**src/hw/rtl/tgcr_pkg.sv**
```systemverilog
// Shared types, constants and font table for the temperature glyph column renderer.
package tgcr_pkg;

    localparam int GLYPH_COLUMNS = 5;
    localparam int GLYPH_SLOTS   = 6;
    localparam int COL_W         = $clog2(GLYPH_COLUMNS + 1);
    localparam int SLOT_W        = $clog2(GLYPH_SLOTS);
    localparam int TEMP_W        = 9;
    localparam int BYTE_W        = 8;
    localparam int APB_ADDR_W    = 3;
    localparam int APB_DATA_W    = 32;

    localparam logic REG_UNIT_SELECT = 1'b0;

    typedef enum logic [3:0] {
        GLYPH_D0,
        GLYPH_D1,
        GLYPH_D2,
        GLYPH_D3,
        GLYPH_D4,
        GLYPH_D5,
        GLYPH_D6,
        GLYPH_D7,
        GLYPH_D8,
        GLYPH_D9,
        GLYPH_MINUS,
        GLYPH_DEGREE,
        GLYPH_CELSIUS,
        GLYPH_FAHRENHEIT
    } glyph_code_t;

    typedef struct packed {
        glyph_code_t [GLYPH_SLOTS-1:0] glyphs;
        logic [SLOT_W-1:0]             last_glyph;
    } glyph_set_t;

    typedef struct packed {
        logic pending;
        logic take;
    } slot_ctrl_t;

    // column 0 sits in the low byte
    function automatic logic [GLYPH_COLUMNS*BYTE_W-1:0] glyph_bits(input glyph_code_t code);
        logic [GLYPH_COLUMNS*BYTE_W-1:0] bits;
        begin
            unique case (code)
                GLYPH_D0:         bits = {8'h3E, 8'h45, 8'h49, 8'h51, 8'h3E};
                GLYPH_D1:         bits = {8'h00, 8'h40, 8'h7F, 8'h42, 8'h00};
                GLYPH_D2:         bits = {8'h46, 8'h49, 8'h51, 8'h61, 8'h42};
                GLYPH_D3:         bits = {8'h31, 8'h4B, 8'h45, 8'h41, 8'h21};
                GLYPH_D4:         bits = {8'h10, 8'h7F, 8'h12, 8'h14, 8'h18};
                GLYPH_D5:         bits = {8'h39, 8'h45, 8'h45, 8'h45, 8'h27};
                GLYPH_D6:         bits = {8'h30, 8'h49, 8'h49, 8'h4A, 8'h3C};
                GLYPH_D7:         bits = {8'h03, 8'h05, 8'h09, 8'h71, 8'h01};
                GLYPH_D8:         bits = {8'h36, 8'h49, 8'h49, 8'h49, 8'h36};
                GLYPH_D9:         bits = {8'h1E, 8'h29, 8'h49, 8'h49, 8'h06};
                GLYPH_MINUS:      bits = {8'h08, 8'h08, 8'h08, 8'h08, 8'h08};
                GLYPH_DEGREE:     bits = {8'h06, 8'h09, 8'h09, 8'h06, 8'h00};
                GLYPH_CELSIUS:    bits = {8'h22, 8'h41, 8'h41, 8'h41, 8'h3E};
                GLYPH_FAHRENHEIT: bits = {8'h01, 8'h09, 8'h09, 8'h09, 8'h7F};
                default:          bits = '0;
            endcase
            return bits;
        end
    endfunction

endpackage

```
**src/hw/rtl/tgcr_in_if.sv**
```systemverilog
// Input channel carrying one temperature word.
interface tgcr_in_if;
    logic                                valid;
    logic                                ready;
    logic signed [tgcr_pkg::TEMP_W-1:0] temperature;

    modport source (output valid, output temperature, input ready);
    modport sink   (input valid, input temperature, output ready);
endinterface

```
**src/hw/rtl/tgcr_out_if.sv**
```systemverilog
// Output channel carrying one display column word.
interface tgcr_out_if;
    logic                         valid;
    logic                         ready;
    logic [tgcr_pkg::BYTE_W-1:0] column_byte;
    logic                         last_column;

    modport source (output valid, output column_byte, output last_column, input ready);
    modport sink   (input valid, input column_byte, input last_column, output ready);
endinterface

```
**src/hw/rtl/temperature_glyph_column_renderer.sv**
```systemverilog
// Top level: configuration register port, decode slot and column sequencer.
// Path: decode slot register, then the sequencer list register, then the output word register.
// One column word per cycle while ready is high; an item gives 18 to 36 words (6 per glyph).
// The decode slot takes the next temperature while the sequencer still streams columns.
// Reset (rst_n low, asynchronous) clears valid flags, the sequencer and unit_select to Celsius.
module temperature_glyph_column_renderer (
    input  logic                                clk,
    input  logic                                rst_n,
    input  logic                                psel,
    input  logic                                penable,
    input  logic                                pwrite,
    input  logic [tgcr_pkg::APB_ADDR_W-1:0]     paddr,
    input  logic [tgcr_pkg::APB_DATA_W-1:0]     pwdata,
    output logic [tgcr_pkg::APB_DATA_W-1:0]     prdata,
    output logic                                pready,
    tgcr_in_if.sink                             sample,
    tgcr_out_if.source                          column
);
    import tgcr_pkg::*;

    logic       unit_select_reg;
    logic       unit_select_next;
    logic       reg_write;
    logic       reg_hit;
    slot_ctrl_t slot_ctrl;
    glyph_set_t glyph_set;

    assign pready    = 1'b1;
    assign reg_hit   = (paddr[APB_ADDR_W-1] == REG_UNIT_SELECT);
    assign reg_write = psel && penable && pwrite && pready && reg_hit;
    assign unit_select_next = reg_write ? pwdata[0] : unit_select_reg;
    assign prdata    = reg_hit ? {{(APB_DATA_W-1){1'b0}}, unit_select_reg} : '0;

    always_ff @(posedge clk or negedge rst_n)
    begin
        if (!rst_n)
        begin
            unit_select_reg <= 1'b0;
        end
        else
        begin
            unit_select_reg <= unit_select_next;
        end
    end

    tgcr_decode u_decode (
        .clk         (clk),
        .rst_n       (rst_n),
        .sample      (sample),
        .unit_select (unit_select_reg),
        .take        (slot_ctrl.take),
        .pending     (slot_ctrl.pending),
        .glyph_set   (glyph_set)
    );

    tgcr_emit u_emit (
        .clk       (clk),
        .rst_n     (rst_n),
        .glyph_set (glyph_set),
        .pending   (slot_ctrl.pending),
        .take      (slot_ctrl.take),
        .column    (column)
    );

endmodule

```
**src/hw/rtl/tgcr_decode.sv**
```systemverilog
// Input slot register and digit split into a compacted glyph list.
module tgcr_decode (
    input  logic                 clk,
    input  logic                 rst_n,
    tgcr_in_if.sink              sample,
    input  logic                 unit_select,
    input  logic                 take,
    output logic                 pending,
    output tgcr_pkg::glyph_set_t glyph_set
);
    import tgcr_pkg::*;

    logic                    slot_valid_reg;
    logic                    slot_valid_next;
    logic [TEMP_W-1:0]       temp_reg;
    logic                    negative;
    logic [TEMP_W-1:0]       mag;
    logic [1:0]              hundreds;
    logic [TEMP_W-1:0]       hund_sub;
    logic [6:0]              rem;
    logic [14:0]             tens_prod;
    logic [3:0]              tens;
    logic [6:0]              tens_x10;
    logic [3:0]              ones;
    logic [GLYPH_SLOTS-1:0]  present;
    glyph_code_t [GLYPH_SLOTS-1:0] code;
    logic [SLOT_W:0]         pos;
    logic                    accept;

    assign sample.ready    = !slot_valid_reg || take;
    assign accept          = sample.valid && sample.ready;
    assign pending         = slot_valid_reg;
    assign slot_valid_next = accept ? 1'b1 : (take ? 1'b0 : slot_valid_reg);

    always_ff @(posedge clk or negedge rst_n)
    begin
        if (!rst_n)
        begin
            slot_valid_reg <= 1'b0;
        end
        else
        begin
            slot_valid_reg <= slot_valid_next;
        end
    end

    always_ff @(posedge clk)
    begin
        if (accept)
        begin
            temp_reg <= sample.temperature;
        end
    end

    always_comb
    begin
        negative  = temp_reg[TEMP_W-1];
        mag       = negative ? (~temp_reg + 9'd1) : temp_reg;
        if (mag >= 9'd200)
        begin
            hundreds = 2'd2;
            hund_sub = 9'd200;
        end
        else if (mag >= 9'd100)
        begin
            hundreds = 2'd1;
            hund_sub = 9'd100;
        end
        else
        begin
            hundreds = 2'd0;
            hund_sub = 9'd0;
        end
        rem       = 7'(mag - hund_sub);
        // divide by ten: multiply by 205, drop eleven bits
        tens_prod = 15'(rem) * 15'd205;
        tens      = tens_prod[14:11];
        tens_x10  = 7'(tens) * 7'd10;
        ones      = 4'(rem - tens_x10);

        present = {1'b1, 1'b1, 1'b1, (hundreds != 2'd0) || (tens != 4'd0),
                   hundreds != 2'd0, negative};
        code[0] = GLYPH_MINUS;
        code[1] = glyph_code_t'({2'b00, hundreds});
        code[2] = glyph_code_t'(tens);
        code[3] = glyph_code_t'(ones);
        code[4] = GLYPH_DEGREE;
        code[5] = unit_select ? GLYPH_FAHRENHEIT : GLYPH_CELSIUS;

        // pack present glyphs to the front
        for (int i = 0; i < GLYPH_SLOTS; i++)
        begin
            glyph_set.glyphs[i] = GLYPH_D0;
        end
        pos = '0;
        for (int i = 0; i < GLYPH_SLOTS; i++)
        begin
            if (present[i])
            begin
                glyph_set.glyphs[pos[SLOT_W-1:0]] = code[i];
                pos = pos + 1'b1;
            end
        end
        glyph_set.last_glyph = SLOT_W'(pos - 1'b1);
    end

endmodule

```
**src/hw/rtl/tgcr_emit.sv**
```systemverilog
// Column sequencer over the glyph list with the output word register.
module tgcr_emit (
    input  logic                 clk,
    input  logic                 rst_n,
    input  tgcr_pkg::glyph_set_t glyph_set,
    input  logic                 pending,
    output logic                 take,
    tgcr_out_if.source           column
);
    import tgcr_pkg::*;

    logic                          busy_reg;
    logic                          busy_next;
    glyph_code_t [GLYPH_SLOTS-1:0] list_reg;
    logic [SLOT_W-1:0]             last_glyph_reg;
    logic [SLOT_W-1:0]             glyph_reg;
    logic [SLOT_W-1:0]             glyph_next;
    logic [COL_W-1:0]              col_reg;
    logic [COL_W-1:0]              col_next;
    logic                          out_valid_reg;
    logic                          out_valid_next;
    logic [BYTE_W-1:0]             out_byte_reg;
    logic [BYTE_W-1:0]             out_byte_next;
    logic                          out_last_reg;
    logic                          out_last_next;
    logic                          out_free;
    logic                          step;
    logic                          is_last;
    logic [COL_W-1:0]              font_col;
    logic [GLYPH_COLUMNS*BYTE_W-1:0] bits;

    assign out_free = !out_valid_reg || column.ready;
    assign step     = busy_reg && out_free;
    assign is_last  = (glyph_reg == last_glyph_reg) && (col_reg == COL_W'(GLYPH_COLUMNS));
    assign take     = pending && (!busy_reg || (step && is_last));
    assign font_col = col_reg - 1'b1;
    assign bits     = glyph_bits(list_reg[glyph_reg]);

    always_comb
    begin
        busy_next      = busy_reg;
        glyph_next     = glyph_reg;
        col_next       = col_reg;
        out_valid_next = out_valid_reg && !column.ready;
        out_byte_next  = out_byte_reg;
        out_last_next  = out_last_reg;
        if (step)
        begin
            out_valid_next = 1'b1;
            out_last_next  = is_last;
            out_byte_next  = (col_reg == '0) ? '0 : bits[font_col*BYTE_W +: BYTE_W];
            if (col_reg == COL_W'(GLYPH_COLUMNS))
            begin
                col_next   = '0;
                glyph_next = glyph_reg + 1'b1;
            end
            else
            begin
                col_next = col_reg + 1'b1;
            end
            if (is_last)
            begin
                busy_next = 1'b0;
            end
        end
        if (take)
        begin
            busy_next  = 1'b1;
            glyph_next = '0;
            col_next   = '0;
        end
    end

    always_ff @(posedge clk or negedge rst_n)
    begin
        if (!rst_n)
        begin
            busy_reg      <= 1'b0;
            out_valid_reg <= 1'b0;
            glyph_reg     <= '0;
            col_reg       <= '0;
        end
        else
        begin
            busy_reg      <= busy_next;
            out_valid_reg <= out_valid_next;
            glyph_reg     <= glyph_next;
            col_reg       <= col_next;
        end
    end

    always_ff @(posedge clk)
    begin
        out_byte_reg <= out_byte_next;
        out_last_reg <= out_last_next;
        if (take)
        begin
            list_reg       <= glyph_set.glyphs;
            last_glyph_reg <= glyph_set.last_glyph;
        end
    end

    assign column.valid       = out_valid_reg;
    assign column.column_byte = out_byte_reg;
    assign column.last_column = out_last_reg;

    a_glyph_in_list: assert property (@(posedge clk) disable iff (!rst_n)
        busy_reg |-> glyph_reg <= last_glyph_reg)
        else $error("glyph index past end of list");

    a_col_range: assert property (@(posedge clk) disable iff (!rst_n)
        col_reg <= COL_W'(GLYPH_COLUMNS))
        else $error("column index out of range");

    a_min_glyphs: assert property (@(posedge clk) disable iff (!rst_n)
        busy_reg |-> last_glyph_reg >= SLOT_W'(2))
        else $error("glyph list shorter than three");

    a_finish: assert property (@(posedge clk) disable iff (!rst_n)
        step && is_last && !take |=> !busy_reg)
        else $error("sequencer still busy after last word");

    a_last_flag: assert property (@(posedge clk) disable iff (!rst_n)
        step && is_last |=> out_valid_reg && out_last_reg)
        else $error("last word not flagged");

endmodule

```
**src/flat_wrapper.sv**
```systemverilog
// flat-port wrapper written by rule: the top's interface ports become plain ports
module temperature_glyph_column_renderer_flat import tgcr_pkg::*;
  (clk, rst_n, psel, penable, pwrite, paddr, pwdata, prdata, pready, sample_valid, sample_temperature, sample_ready, column_valid, column_column_byte, column_last_column, column_ready);
  tgcr_in_if sample_i ();
  tgcr_out_if column_i ();
  input  logic clk;
  input  logic rst_n;
  input  logic psel;
  input  logic penable;
  input  logic pwrite;
  input  logic [tgcr_pkg::APB_ADDR_W-1:0] paddr;
  input  logic [tgcr_pkg::APB_DATA_W-1:0] pwdata;
  output logic [tgcr_pkg::APB_DATA_W-1:0] prdata;
  output logic pready;
  input wire logic [$bits(sample_i.valid)-1:0] sample_valid;
  input wire logic [$bits(sample_i.temperature)-1:0] sample_temperature;
  output wire logic [$bits(sample_i.ready)-1:0] sample_ready;
  output wire logic [$bits(column_i.valid)-1:0] column_valid;
  output wire logic [$bits(column_i.column_byte)-1:0] column_column_byte;
  output wire logic [$bits(column_i.last_column)-1:0] column_last_column;
  input wire logic [$bits(column_i.ready)-1:0] column_ready;
  assign sample_i.valid = sample_valid;
  assign sample_i.temperature = sample_temperature;
  assign sample_ready = sample_i.ready;
  assign column_valid = column_i.valid;
  assign column_column_byte = column_i.column_byte;
  assign column_last_column = column_i.last_column;
  assign column_i.ready = column_ready;
  temperature_glyph_column_renderer u_core (.clk(clk), .rst_n(rst_n), .psel(psel), .penable(penable), .pwrite(pwrite), .paddr(paddr), .pwdata(pwdata), .prdata(prdata), .pready(pready), .sample(sample_i), .column(column_i));
endmodule
```
**config.mk**
```make
export PLATFORM = sky130hd
export DESIGN_NAME = temperature_glyph_column_renderer_flat
export DESIGN_NICKNAME = d
export VERILOG_FILES = /design/src/hw/rtl/tgcr_pkg.sv /design/src/hw/rtl/tgcr_in_if.sv /design/src/hw/rtl/tgcr_out_if.sv /design/src/hw/rtl/temperature_glyph_column_renderer.sv /design/src/hw/rtl/tgcr_decode.sv /design/src/hw/rtl/tgcr_emit.sv /design/src/flat_wrapper.sv
export SDC_FILE = /design/constraint.sdc
export NUM_CORES = 1
export LEC_CHECK = 0
export BUFFER_PORTS_ARGS = -buffer_cell sky130_fd_sc_hd__buf_2
export CAP_MARGIN = 20
export CORE_AREA = 2 2 106 108
export CTS_BUF_LIST = sky130_fd_sc_hd__clkbuf_4
export DETAILED_ROUTE_END_ITERATION = 7
export DIE_AREA = 0 0 108 110
export PLACE_DENSITY = 0.83
export SYNTH_ARGS = -nofsm -noshare
export SYNTH_HDL_FRONTEND = slang
export SYNTH_HIERARCHICAL = 1
export SYNTH_SLANG_ARGS = --single-unit
```
**constraint.sdc**
```tcl
create_clock -name clk -period 8.63 [get_ports clk]
set_input_delay 2.589 -clock clk [delete_from_list [all_inputs] [get_ports clk]]
set_output_delay 2.589 -clock clk [all_outputs]
set_load 0.02 [all_outputs]
```
# Yosys cells after proc, flatten, opt, wreduce, memory -nomap -nowiden
# Memory sizes are Yosys's and may differ from the RTL's.
# Cells that the tools add are included.
dict set report classes {
  add_sub_neg 12
  n_mul 2
  n_div 0
  magnitude_cmp 13
  eq_ne 2
  shifts 1
  n_mux 41
  n_bitwise 5
  reduce_logical 31
}
# op count
set op_table {}
lappend op_table {{bitwise mux 24 bit} 4}
lappend op_table {{demux 4 bit (select 3 bit)} 5}
lappend op_table {{2-to-1 mux 24 bit} 2}
lappend op_table {{indexed part select 40 x 7 -> 8 bit} 1}
lappend op_table {{2-to-1 mux 4 bit} 7}
lappend op_table {{< comparator 3 x 4 -> 1 bit, second input constant} 6}
lappend op_table {{2-to-1 mux 3 bit} 8}
lappend op_table {{adder 3 x 1 -> 3 bit, second input constant} 6}
lappend op_table {{bitwise OR 18 bit} 1}
lappend op_table {{>= comparator 3 x 1 -> 1 bit, second input constant} 5}
lappend op_table {{multiplier 7 x 8 -> 15 bit, second input constant} 1}
lappend op_table {{logical AND 1 bit} 14}
lappend op_table {{2-to-1 mux 7 bit} 2}
lappend op_table {{binary-select mux 4 bit (select 3 bit)} 1}
lappend op_table {{2-to-1 mux 1 bit} 10}
lappend op_table {{nonzero test 2 bit} 5}
lappend op_table {{adder 9 x 1 -> 9 bit, second input constant} 1}
lappend op_table {{>= comparator 9 x 7 -> 1 bit, second input constant} 1}
lappend op_table {{>= comparator 9 x 8 -> 1 bit, second input constant} 1}
lappend op_table {{2-to-1 mux 9 bit} 1}
lappend op_table {{NOT 9 bit} 1}
lappend op_table {{subtractor 7 bit} 1}
lappend op_table {{bitwise AND 6 bit} 1}
lappend op_table {{NOT 6 bit} 1}
lappend op_table {{other kinds (13)} 21}
dict set report word_totals {
  reg_bits 55
  latch_bits 0
  ram_bits 0
  romBits 560
  in_bits 51
  output_inout_bits 44
  mem_count 1
}
# memory depth width read_ports rd_ports_with_merged_regs wr line_no
set memory_table {}
lappend memory_table {{(name not given)} 16 35 1 0 0 tgcr_pkg.sv:46} ;# unique case (code)

# Depth between registers and ports, before layout
# Gate-level depths: netlist of the first run.
dict set report logic_depth {
  ltp_word 19
  ltp_mapped 36
  ltp_nobuf 36
}

# Hierarchy
# The synthesis of the first run kept the hierarchy.
# module n_inst cells_per_inst area_per_inst_um2 seq_area_each_um2
set by_module_without_submodules {}
lappend by_module_without_submodules {tgcr_emit 1 255 2686.3 1251.2}
lappend by_module_without_submodules {tgcr_decode 1 269 2296.0 295.3}
lappend by_module_without_submodules {temperature_glyph_column_renderer 1 38 301.5 25.0}

# Least setup slack after synthesis of the first run
# No wires, ideal clock.
dict set report synth_timing {
  kind {reg-to-reg}
  startpoint {register u_core.u_decode.temp_reg[0]}
  endpoint {register u_core/u_emit/list_reg[16] (netlist name) (data pin)}
  arrival_time_ns 7.863
  path_slack_ns 0.507
  stages_incl_launch_ff 36
  period_less_slack_ns 8.123
  cell_sequence {edfxtp_1 -> inv_1 -> ha_1 -> nand2b_1 -> o21ai_0 -> xor2_1 -> o31ai_2 -> inv_1 -> nor2_1 -> ha_1 -> inv_1 -> ha_1 -> nor2_1 -> nand2_1 -> o22ai_1 -> xnor2_1 -> ha_1 -> ha_1 -> fa_1 -> inv_1 -> fa_1 -> inv_1 -> ha_1 -> a21oi_1 -> a211oi_2 -> nor3_2 -> o221a_2 -> nor4_4 -> nand2b_2 -> fa_1 -> inv_1 -> ha_1 -> xor2_1 -> nand2_1 -> nor2_1 -> mux2_2}
}
# item line_no
set synth_lines {}
lappend synth_lines {{from (decl)} tgcr_decode.sv:15} ;# logic [TEMP_W-1:0] temp_reg;
lappend synth_lines {{from (signal assigned)} tgcr_decode.sv:51} ;# temp_reg <= sample.temperature;
lappend synth_lines {{to (signal assigned)} tgcr_emit.sv:98} ;# list_reg <= glyph_set.glyphs;
lappend synth_lines {{to (decl)} tgcr_emit.sv:14} ;# glyph_code_t [GLYPH_SLOTS-1:0] list_reg;

==> impl_metrics.toml, run 1 <==
[placed_design]
portBuffers = 28
gp_congestion = 0.9290
placed_cells = 715
pre_cts_slack_ns = 0.2342
hpwl_mm = 8.592

[cts]
numCtsBuffers = 5
clock_path_buffers = 2
clock_sinks = 54
cts.htree.levels = 2
clock-root-buffer = "clkbuf_4"
clk_pin_slew_ns = 0.17
cts_tree = "built"
clk_latency_ns = 0.38

[route]
dr.pass1.iters = 5
drtAntennaViolNets = 0
vias = 4225
wire_per_inst_microns = 15.77
vias_per_cell = 5.804
route.detailed.drc = 0
drt-total-wl_mm = 11.48
drtIter0Drc = 383

[global_route]
grt_first_pass_wirelength_mm = 18.45
grt_overflow = 0
grt_max_degree = 34
antenna_found_initial = 0
first_global_vias = 4128
track_usage_pct = 19.19

[min_path]
min_path_cells = 1
hold_path_end = "u_core/u_emit/column.valid$_DFF_PN0_"
hold_start = "u_core/u_emit/busy_reg$_DFFE_PN0P_"
min_path_type = "flip-flop to flip-flop"

[sta]
fmax_ghz = 0.1212
min_period_ns = 8.250
tns_ns = 0
finalClockSkew_ns = 0.02121
post-route-period-util_pct = 95.60
setup_slack_ns = 0.3799
hold_viol_final = 0
setup_viol = 0
finalMaxSlewViolations = 0
worstMarginPinSlew_ns = 0.8650
slew_headroom_pct = 42.33

[die]
dieArea_sq_mm = 0.01188
dieHeight_microns = 110
std_cell_rows = 38
fp.coreArea_sq_mm = 0.01070
fp.dieW_microns = 108
io_pins = 95
initial_core_util_pct = 49.39

[worst_setup_path]
path_class = "flip-flop to flip-flop"
worstPathRequired_ns = 8.76
rr_endpoint = "u_core/u_emit/list_reg[4]$_DFFE_PN_"
reg2reg_slack_ns = 0.38
worst_ep_arrival_time_ns = 8.38
crit_path_end_kind = "flip-flop"
r2r_cells = 34
crit_top_cell = "ha_1"
critPathMaxStageDelay_ns = 0.52
crit_fanout = 6
cpMaxStageDelayCell = "fa_1"
start_kind = "flip-flop"
worst_r2r_startpoint = "u_core/u_decode/temp_reg[1]$_DFFE_PP_"

[cells_and_area]
area.growth.synth_to_final_pct = 4.902
drive_gt1_share_pct = 14.97
antennaDiodeCount = 0
final_cell_mix = "ha_1, nor2_1, edfxtp_1"
largest_reg_flops = 24
final_nets = 708
layout_commonest_cell = "ha_1"
stdcell_count = 728

[power]
p_per_area_mw_per_mm2 = 286.1
p_leak_nw = 2.388
power_w = 0.001586
ir_drop_uv = 167.6

[yosys]
synthAdderAreaFrac_pct = 18.19
async_reset_ff_share_pct = 18.52
synth_seq_cells = 54
synth_ff_type = "edfxtp_1"
syn_area_per_cell_sq_um = 9.402
synth_mux_area_share_pct = 4.854
synthXorXnorAreaFrac_pct = 4.428
synth_compound_area_share_pct = 17.24
seq_area_frac_synth_pct = 29.74
synth_top_family_by_area = "adder cells"
yosys_warnings = 6
synth-simple-area-share_pct = 15.23
synthesis.area_sq_mm = 0.005284
ys_types = 80
syn_inst = 562
synth_edf_count = 44

[flow_run]
drv_cap = 0

[run_status]
status = "finished clean"
==> what timing repair did <==
| item | in CTS | in global routing |
|---|---|---|
| hold buffers | 0 | 0 |
| gates resized for setup | 0 | 6 |
| endpoints found under the setup margin | 0 | 12 |
| buffers inserted | 0 | 3 |
==> where the power goes <==
part	total (W)	switching [W]	internal [W]
logic	0.00108	0.000653	0.000427
clock network	0.000117	0.0000839	0.0000328
registers	0.000389	0.0000524	0.000337
==> cell usage after synthesis (all sizes together), types with 4 or more instances <==
master / instances / area (sq um)
or3: 5 / 36.28
nor2b: 4 / 25.02
nor2: 49 / 186.4
xnor2: 9 / 97.60
mux2i: 11 / 110.1
nand2b: 7 / 46.30
a211oi: 8 / 65.06
dfrtp: 10 / 250.2
ha: 60 / 750.7
and2: 8 / 50.05
nand3: 16 / 80.08
a21oi: 28 / 140.1
a221oi: 6 / 52.55
o21ai: 28 / 140.1
a31oi: 9 / 56.30
nand2: 41 / 153.9
clkbuf: 15 / 56.30
xor2: 13 / 113.9
nor3: 8 / 45.04
o22ai: 4 / 25.02
inv: 33 / 123.9
and3: 7 / 43.79
edfxtp: 44 / 1321
o31ai: 6 / 55.05
mux2: 10 / 123.9
fa: 10 / 200.2
o211ai: 8 / 60.06
buf: 44 / 342.8
==> kinds of logic after synthesis <==
family / count (synthesis)
muxes: 22
xor gates and xnor gates: 23
other: 3
and+or+nand+nor: 162
adders and majority gates: 71
AOI/OAI and AO/OA: 132
DFF: 54
buffers and inverters: 95
==> per-stage QoR <==
stage | hold WS [ns] | utilization [%] | instance area, sq um
after floorplan | 0.4484 | - | 5396
after global routing | 0.5387 | 51.81 | 5543
final | 0.5094 | 51.81 | 5543
after detailed placement | 0.4760 | 50.64 | 5418
after global placement | 0.4572 | 50.64 | 5418
after CTS | 0.5110 | 51.22 | 5479
==> per-layer routing <==
layer  global-route usage, %  part of all wire (%)
met1                   22.17                    39
met4                   8.150                   2.4
met2                   35.62                    54
met5                       0                     0
met3                   2.587                   4.7
==> layout make-up <==
class / instances / area (sq um)
clock inverters: 3 / 23.77
clock buffers: 5 / 37.54
flip-flops and latches: 54 / 1572
multi-input cells: 443 / 3317
well taps: 140 / 175.2
inverters: 36 / 135.1
repair buffers: 47 / 282.8
fillers: 931 / 5155
==> worst max-delay path, delay by kind of cell, from the launching register on <==
kind            cells  cell delay [ns]
flops               1             0.48
fa+ha+maj          10             3.42
xor+xnor            2             0.40
compound gates      7             1.59
simple gates        9             1.58
buf+inv             6             0.51
==> how the worst max path moves through the flow <==
stage                                          start                                    to
6_report       u_core/u_decode/temp_reg[1]$_DFFE_PP_   u_core/u_emit/list_reg[4]$_DFFE_PN_
2_1_floorplan  u_core/u_decode/temp_reg[0]$_DFFE_PP_  u_core/u_emit/list_reg[16]$_DFFE_PN_
5_1_grt        u_core/u_decode/temp_reg[1]$_DFFE_PP_   u_core/u_emit/list_reg[4]$_DFFE_PN_
4_1_cts        u_core/u_decode/temp_reg[0]$_DFFE_PP_  u_core/u_emit/list_reg[16]$_DFFE_PN_
3_3_place_gp   u_core/u_decode/temp_reg[0]$_DFFE_PP_  u_core/u_emit/list_reg[16]$_DFFE_PN_
3_5_place_dp   u_core/u_decode/temp_reg[0]$_DFFE_PP_  u_core/u_emit/list_reg[16]$_DFFE_PN_
(Power assumes the default switching activity.)
==> inputs of run 2 (changes only) <==
Settings changed: ABC_AREA set to 1, CORE_AREA 2 2 106 108 to 2 2 111 113, CTS_CLUSTER_SIZE set to 20, DIE_AREA 0 0 108 110 to 0 0 113 115, PLACE_DENSITY 0.83 to 0.82.
==> impl_metrics.toml, run 2 <==
[run_status]
status = "complete, but fails checks"
violations = "design-rule violations"

[worst_setup_path]
worstPathRequired_ns = 8.76
worst_path_dominant_cell_family = "adder cells"
crit_fanout = 8
worst_ep_arrival_time_ns = 8.11
path_class = "flip-flop to flip-flop"
r2r_cells = 42
critical_path_depth = 42
crit_path_end_kind = "flip-flop"
cpMaxStageDelayCell = "fa_1"
start_kind = "flip-flop"
critPathMaxStageDelay_ns = 0.69
crit_top_cell = "nand2_1"
crit_buf_inv = 9
reg2reg_slack_ns = 0.66

[yosys]
synth_seq_cells = 54
synth_commonest_cells = "nand2_1, inv_1, nand3_1, ha_1, edfxtp_1"
synthesis.area_sq_mm = 0.005764
yosys-top-cells-area = "edfxtp_1, ha_1, nand2_1"
synth_edf_count = 44
synthAdderAreaFrac_pct = 16.50
yosysMostFrequentCell = "nand2_1"
syn_inst = 767
synth_mux_area_share_pct = 0
synth_compound_area_share_pct = 8.183
syn_area_per_cell_sq_um = 7.515
yosys.area.top_type = "edfxtp_1"
synthXorXnorAreaFrac_pct = 1.802
yosys_warnings = 6
seq_area_frac_synth_pct = 27.26
async_reset_ff_share_pct = 18.52
yosysTopAreaCellShare_pct = 22.92
synth-simple-area-share_pct = 30.58
ys_types = 50
synth_top_family_by_area = "simple AND/OR/NAND/NOR gates"
synth_ff_type = "edfxtp_1"

[sta]
rsz0062_at_grt = "yes"
hold_viol_final = 0
worstMarginPinSlew_ns = 0.8168
whs_ns = 0.5053
setup_slack_ns = 0.6556
setup_viol = 0
slew_headroom_pct = 45.55
min_period_ns = 7.974
finalMaxSlewViolations = 0
finalClockSkew_ns = 0.01819
fmax_ghz = 0.1254
post-route-period-util_pct = 92.40

[cts]
numCtsBuffers = 5
postCtsResizedCells = 0
cts-hold-fix-buffers = 0
cts.htree.levels = 2
clk_pin_slew_ns = 0.15
cts_tree = "built"
clock_sinks = 54
post-cts-setup-buffer-count = 0
clock_path_buffers = 2
clk_latency_ns = 0.38
clock-root-buffer = "clkbuf_4"

[route]
route.detailed.drc = 3
drtAntennaViolNets = 0
dr.pass1.iters = 7
wire_per_inst_microns = 12.29
drtIter0Drc = 367
drt-total-wl_mm = 11.44
vias_per_cell = 5.093
vias = 4742

[global_route]
grt_max_degree = 31
grt_overflow = 0
track_usage_pct = 18.40
antenna_found_initial = 0
grt_first_pass_wirelength_mm = 19.89
first_global_vias = 4452

[cells_and_area]
final_nets = 904
stdcell_count = 931
final_cell_mix = "nand2_1, inv_1, nand3_1"
layout_commonest_cell = "nand2_1"
area.growth.synth_to_final_pct = 1.845
largest_reg_flops = 24
drive_gt1_share_pct = 14.03
design_area_sq_mm = 0.005871
antennaDiodeCount = 0

[min_path]
min_path_cells = 2
min_path_type = "flip-flop to flip-flop"

[placed_design]
placed_cells = 923
pre_cts_slack_ns = 0.7372
place_area_sq_mm = 0.005816
hpwl_mm = 9.194
gp_congestion = 0.9384
portBuffers = 28

[die]
io_pins = 95
std_cell_rows = 40
fp.coreArea_sq_mm = 0.01181
initial_core_util_pct = 48.80
dieHeight_microns = 115
dieArea_sq_mm = 0.01300
fp.dieW_microns = 113

[flow_run]
drv_cap = 0
-- run 2: cell types whose count changed in the layout (fill, tap and decap cells not counted), sizes merged, moves of 8 or more --
cell and change:
nand2 +171, mux2 -10, inv +98, buf -19, mux2i -11, nand4 +8
nand3 +63
-- run 2: metal layers --
metal | vias to the layer above | wire length [microns] | GRT usage [%]
li1 | 2427 | - | -
met3 | 16 | 536 | 2.319
met2 | 159 | 5821 | 33.45
met5 | - | 0 | 0
met4 | 0 | 174 | 4.553
met1 | 2140 | 4912 | 23.29
-- run 2: tightest hold or removal path, stage by stage (launching register included) --
cell and delay (ns):
dfrtp_1 0.39, inv_1 0.04, nand2_1 0.05
-- run 2: area by class of cell --
class | count | area, sq um
Inverter | 133 | 506.7
Clock inverter | 2 | 10.01
Timing Repair Buffer | 28 | 140.1
Fill cell | 1138 | 5941
Tap cell | 147 | 183.9
Multi-Input combinational cell | 561 | 3413
Sequential cell | 54 | 1572
Clock buffer | 6 | 45.04
-- run 2: worst paths after layout --
path                                                   endpoint                                  start
min in group asynchronous  u_core/u_emit/column.valid$_DFF_PN0_                                  rst_n
max in group asynchronous  u_core/u_emit/col_reg[0]$_DFFE_PN0P_                                  rst_n
setup reg to reg            u_core/u_emit/list_reg[4]$_DFFE_PN_  u_core/u_decode/temp_reg[0]$_DFFE_PP_
hold reg to reg            u_core/u_emit/column.valid$_DFF_PN0_     u_core/u_emit/busy_reg$_DFFE_PN0P_
hold / removal             u_core/u_emit/column.valid$_DFF_PN0_     u_core/u_emit/busy_reg$_DFFE_PN0P_
setup / recovery            u_core/u_emit/list_reg[4]$_DFFE_PN_  u_core/u_decode/temp_reg[0]$_DFFE_PP_
-- run 2: cell families after synthesis --
kind of cell	Yosys count
DFF	54
xor gates and xnor gates	11
other	3
and+or+nand+nor	366
adders and majority gates	70
AOI/OAI and AO/OA	81
buffers and inverters	182
-- run 2: per-stage QoR --
step	util (%)	TNS (ns)
global placement	49.24	0
global route	49.70	-0.005182
detailed placement	49.24	0
floorplan	-	0
finish	49.70	0
CTS	49.70	0
Power of run 2 is not shown: default switching activity piles up to over one toggle a cycle in this logic, so the estimate is an artifact.
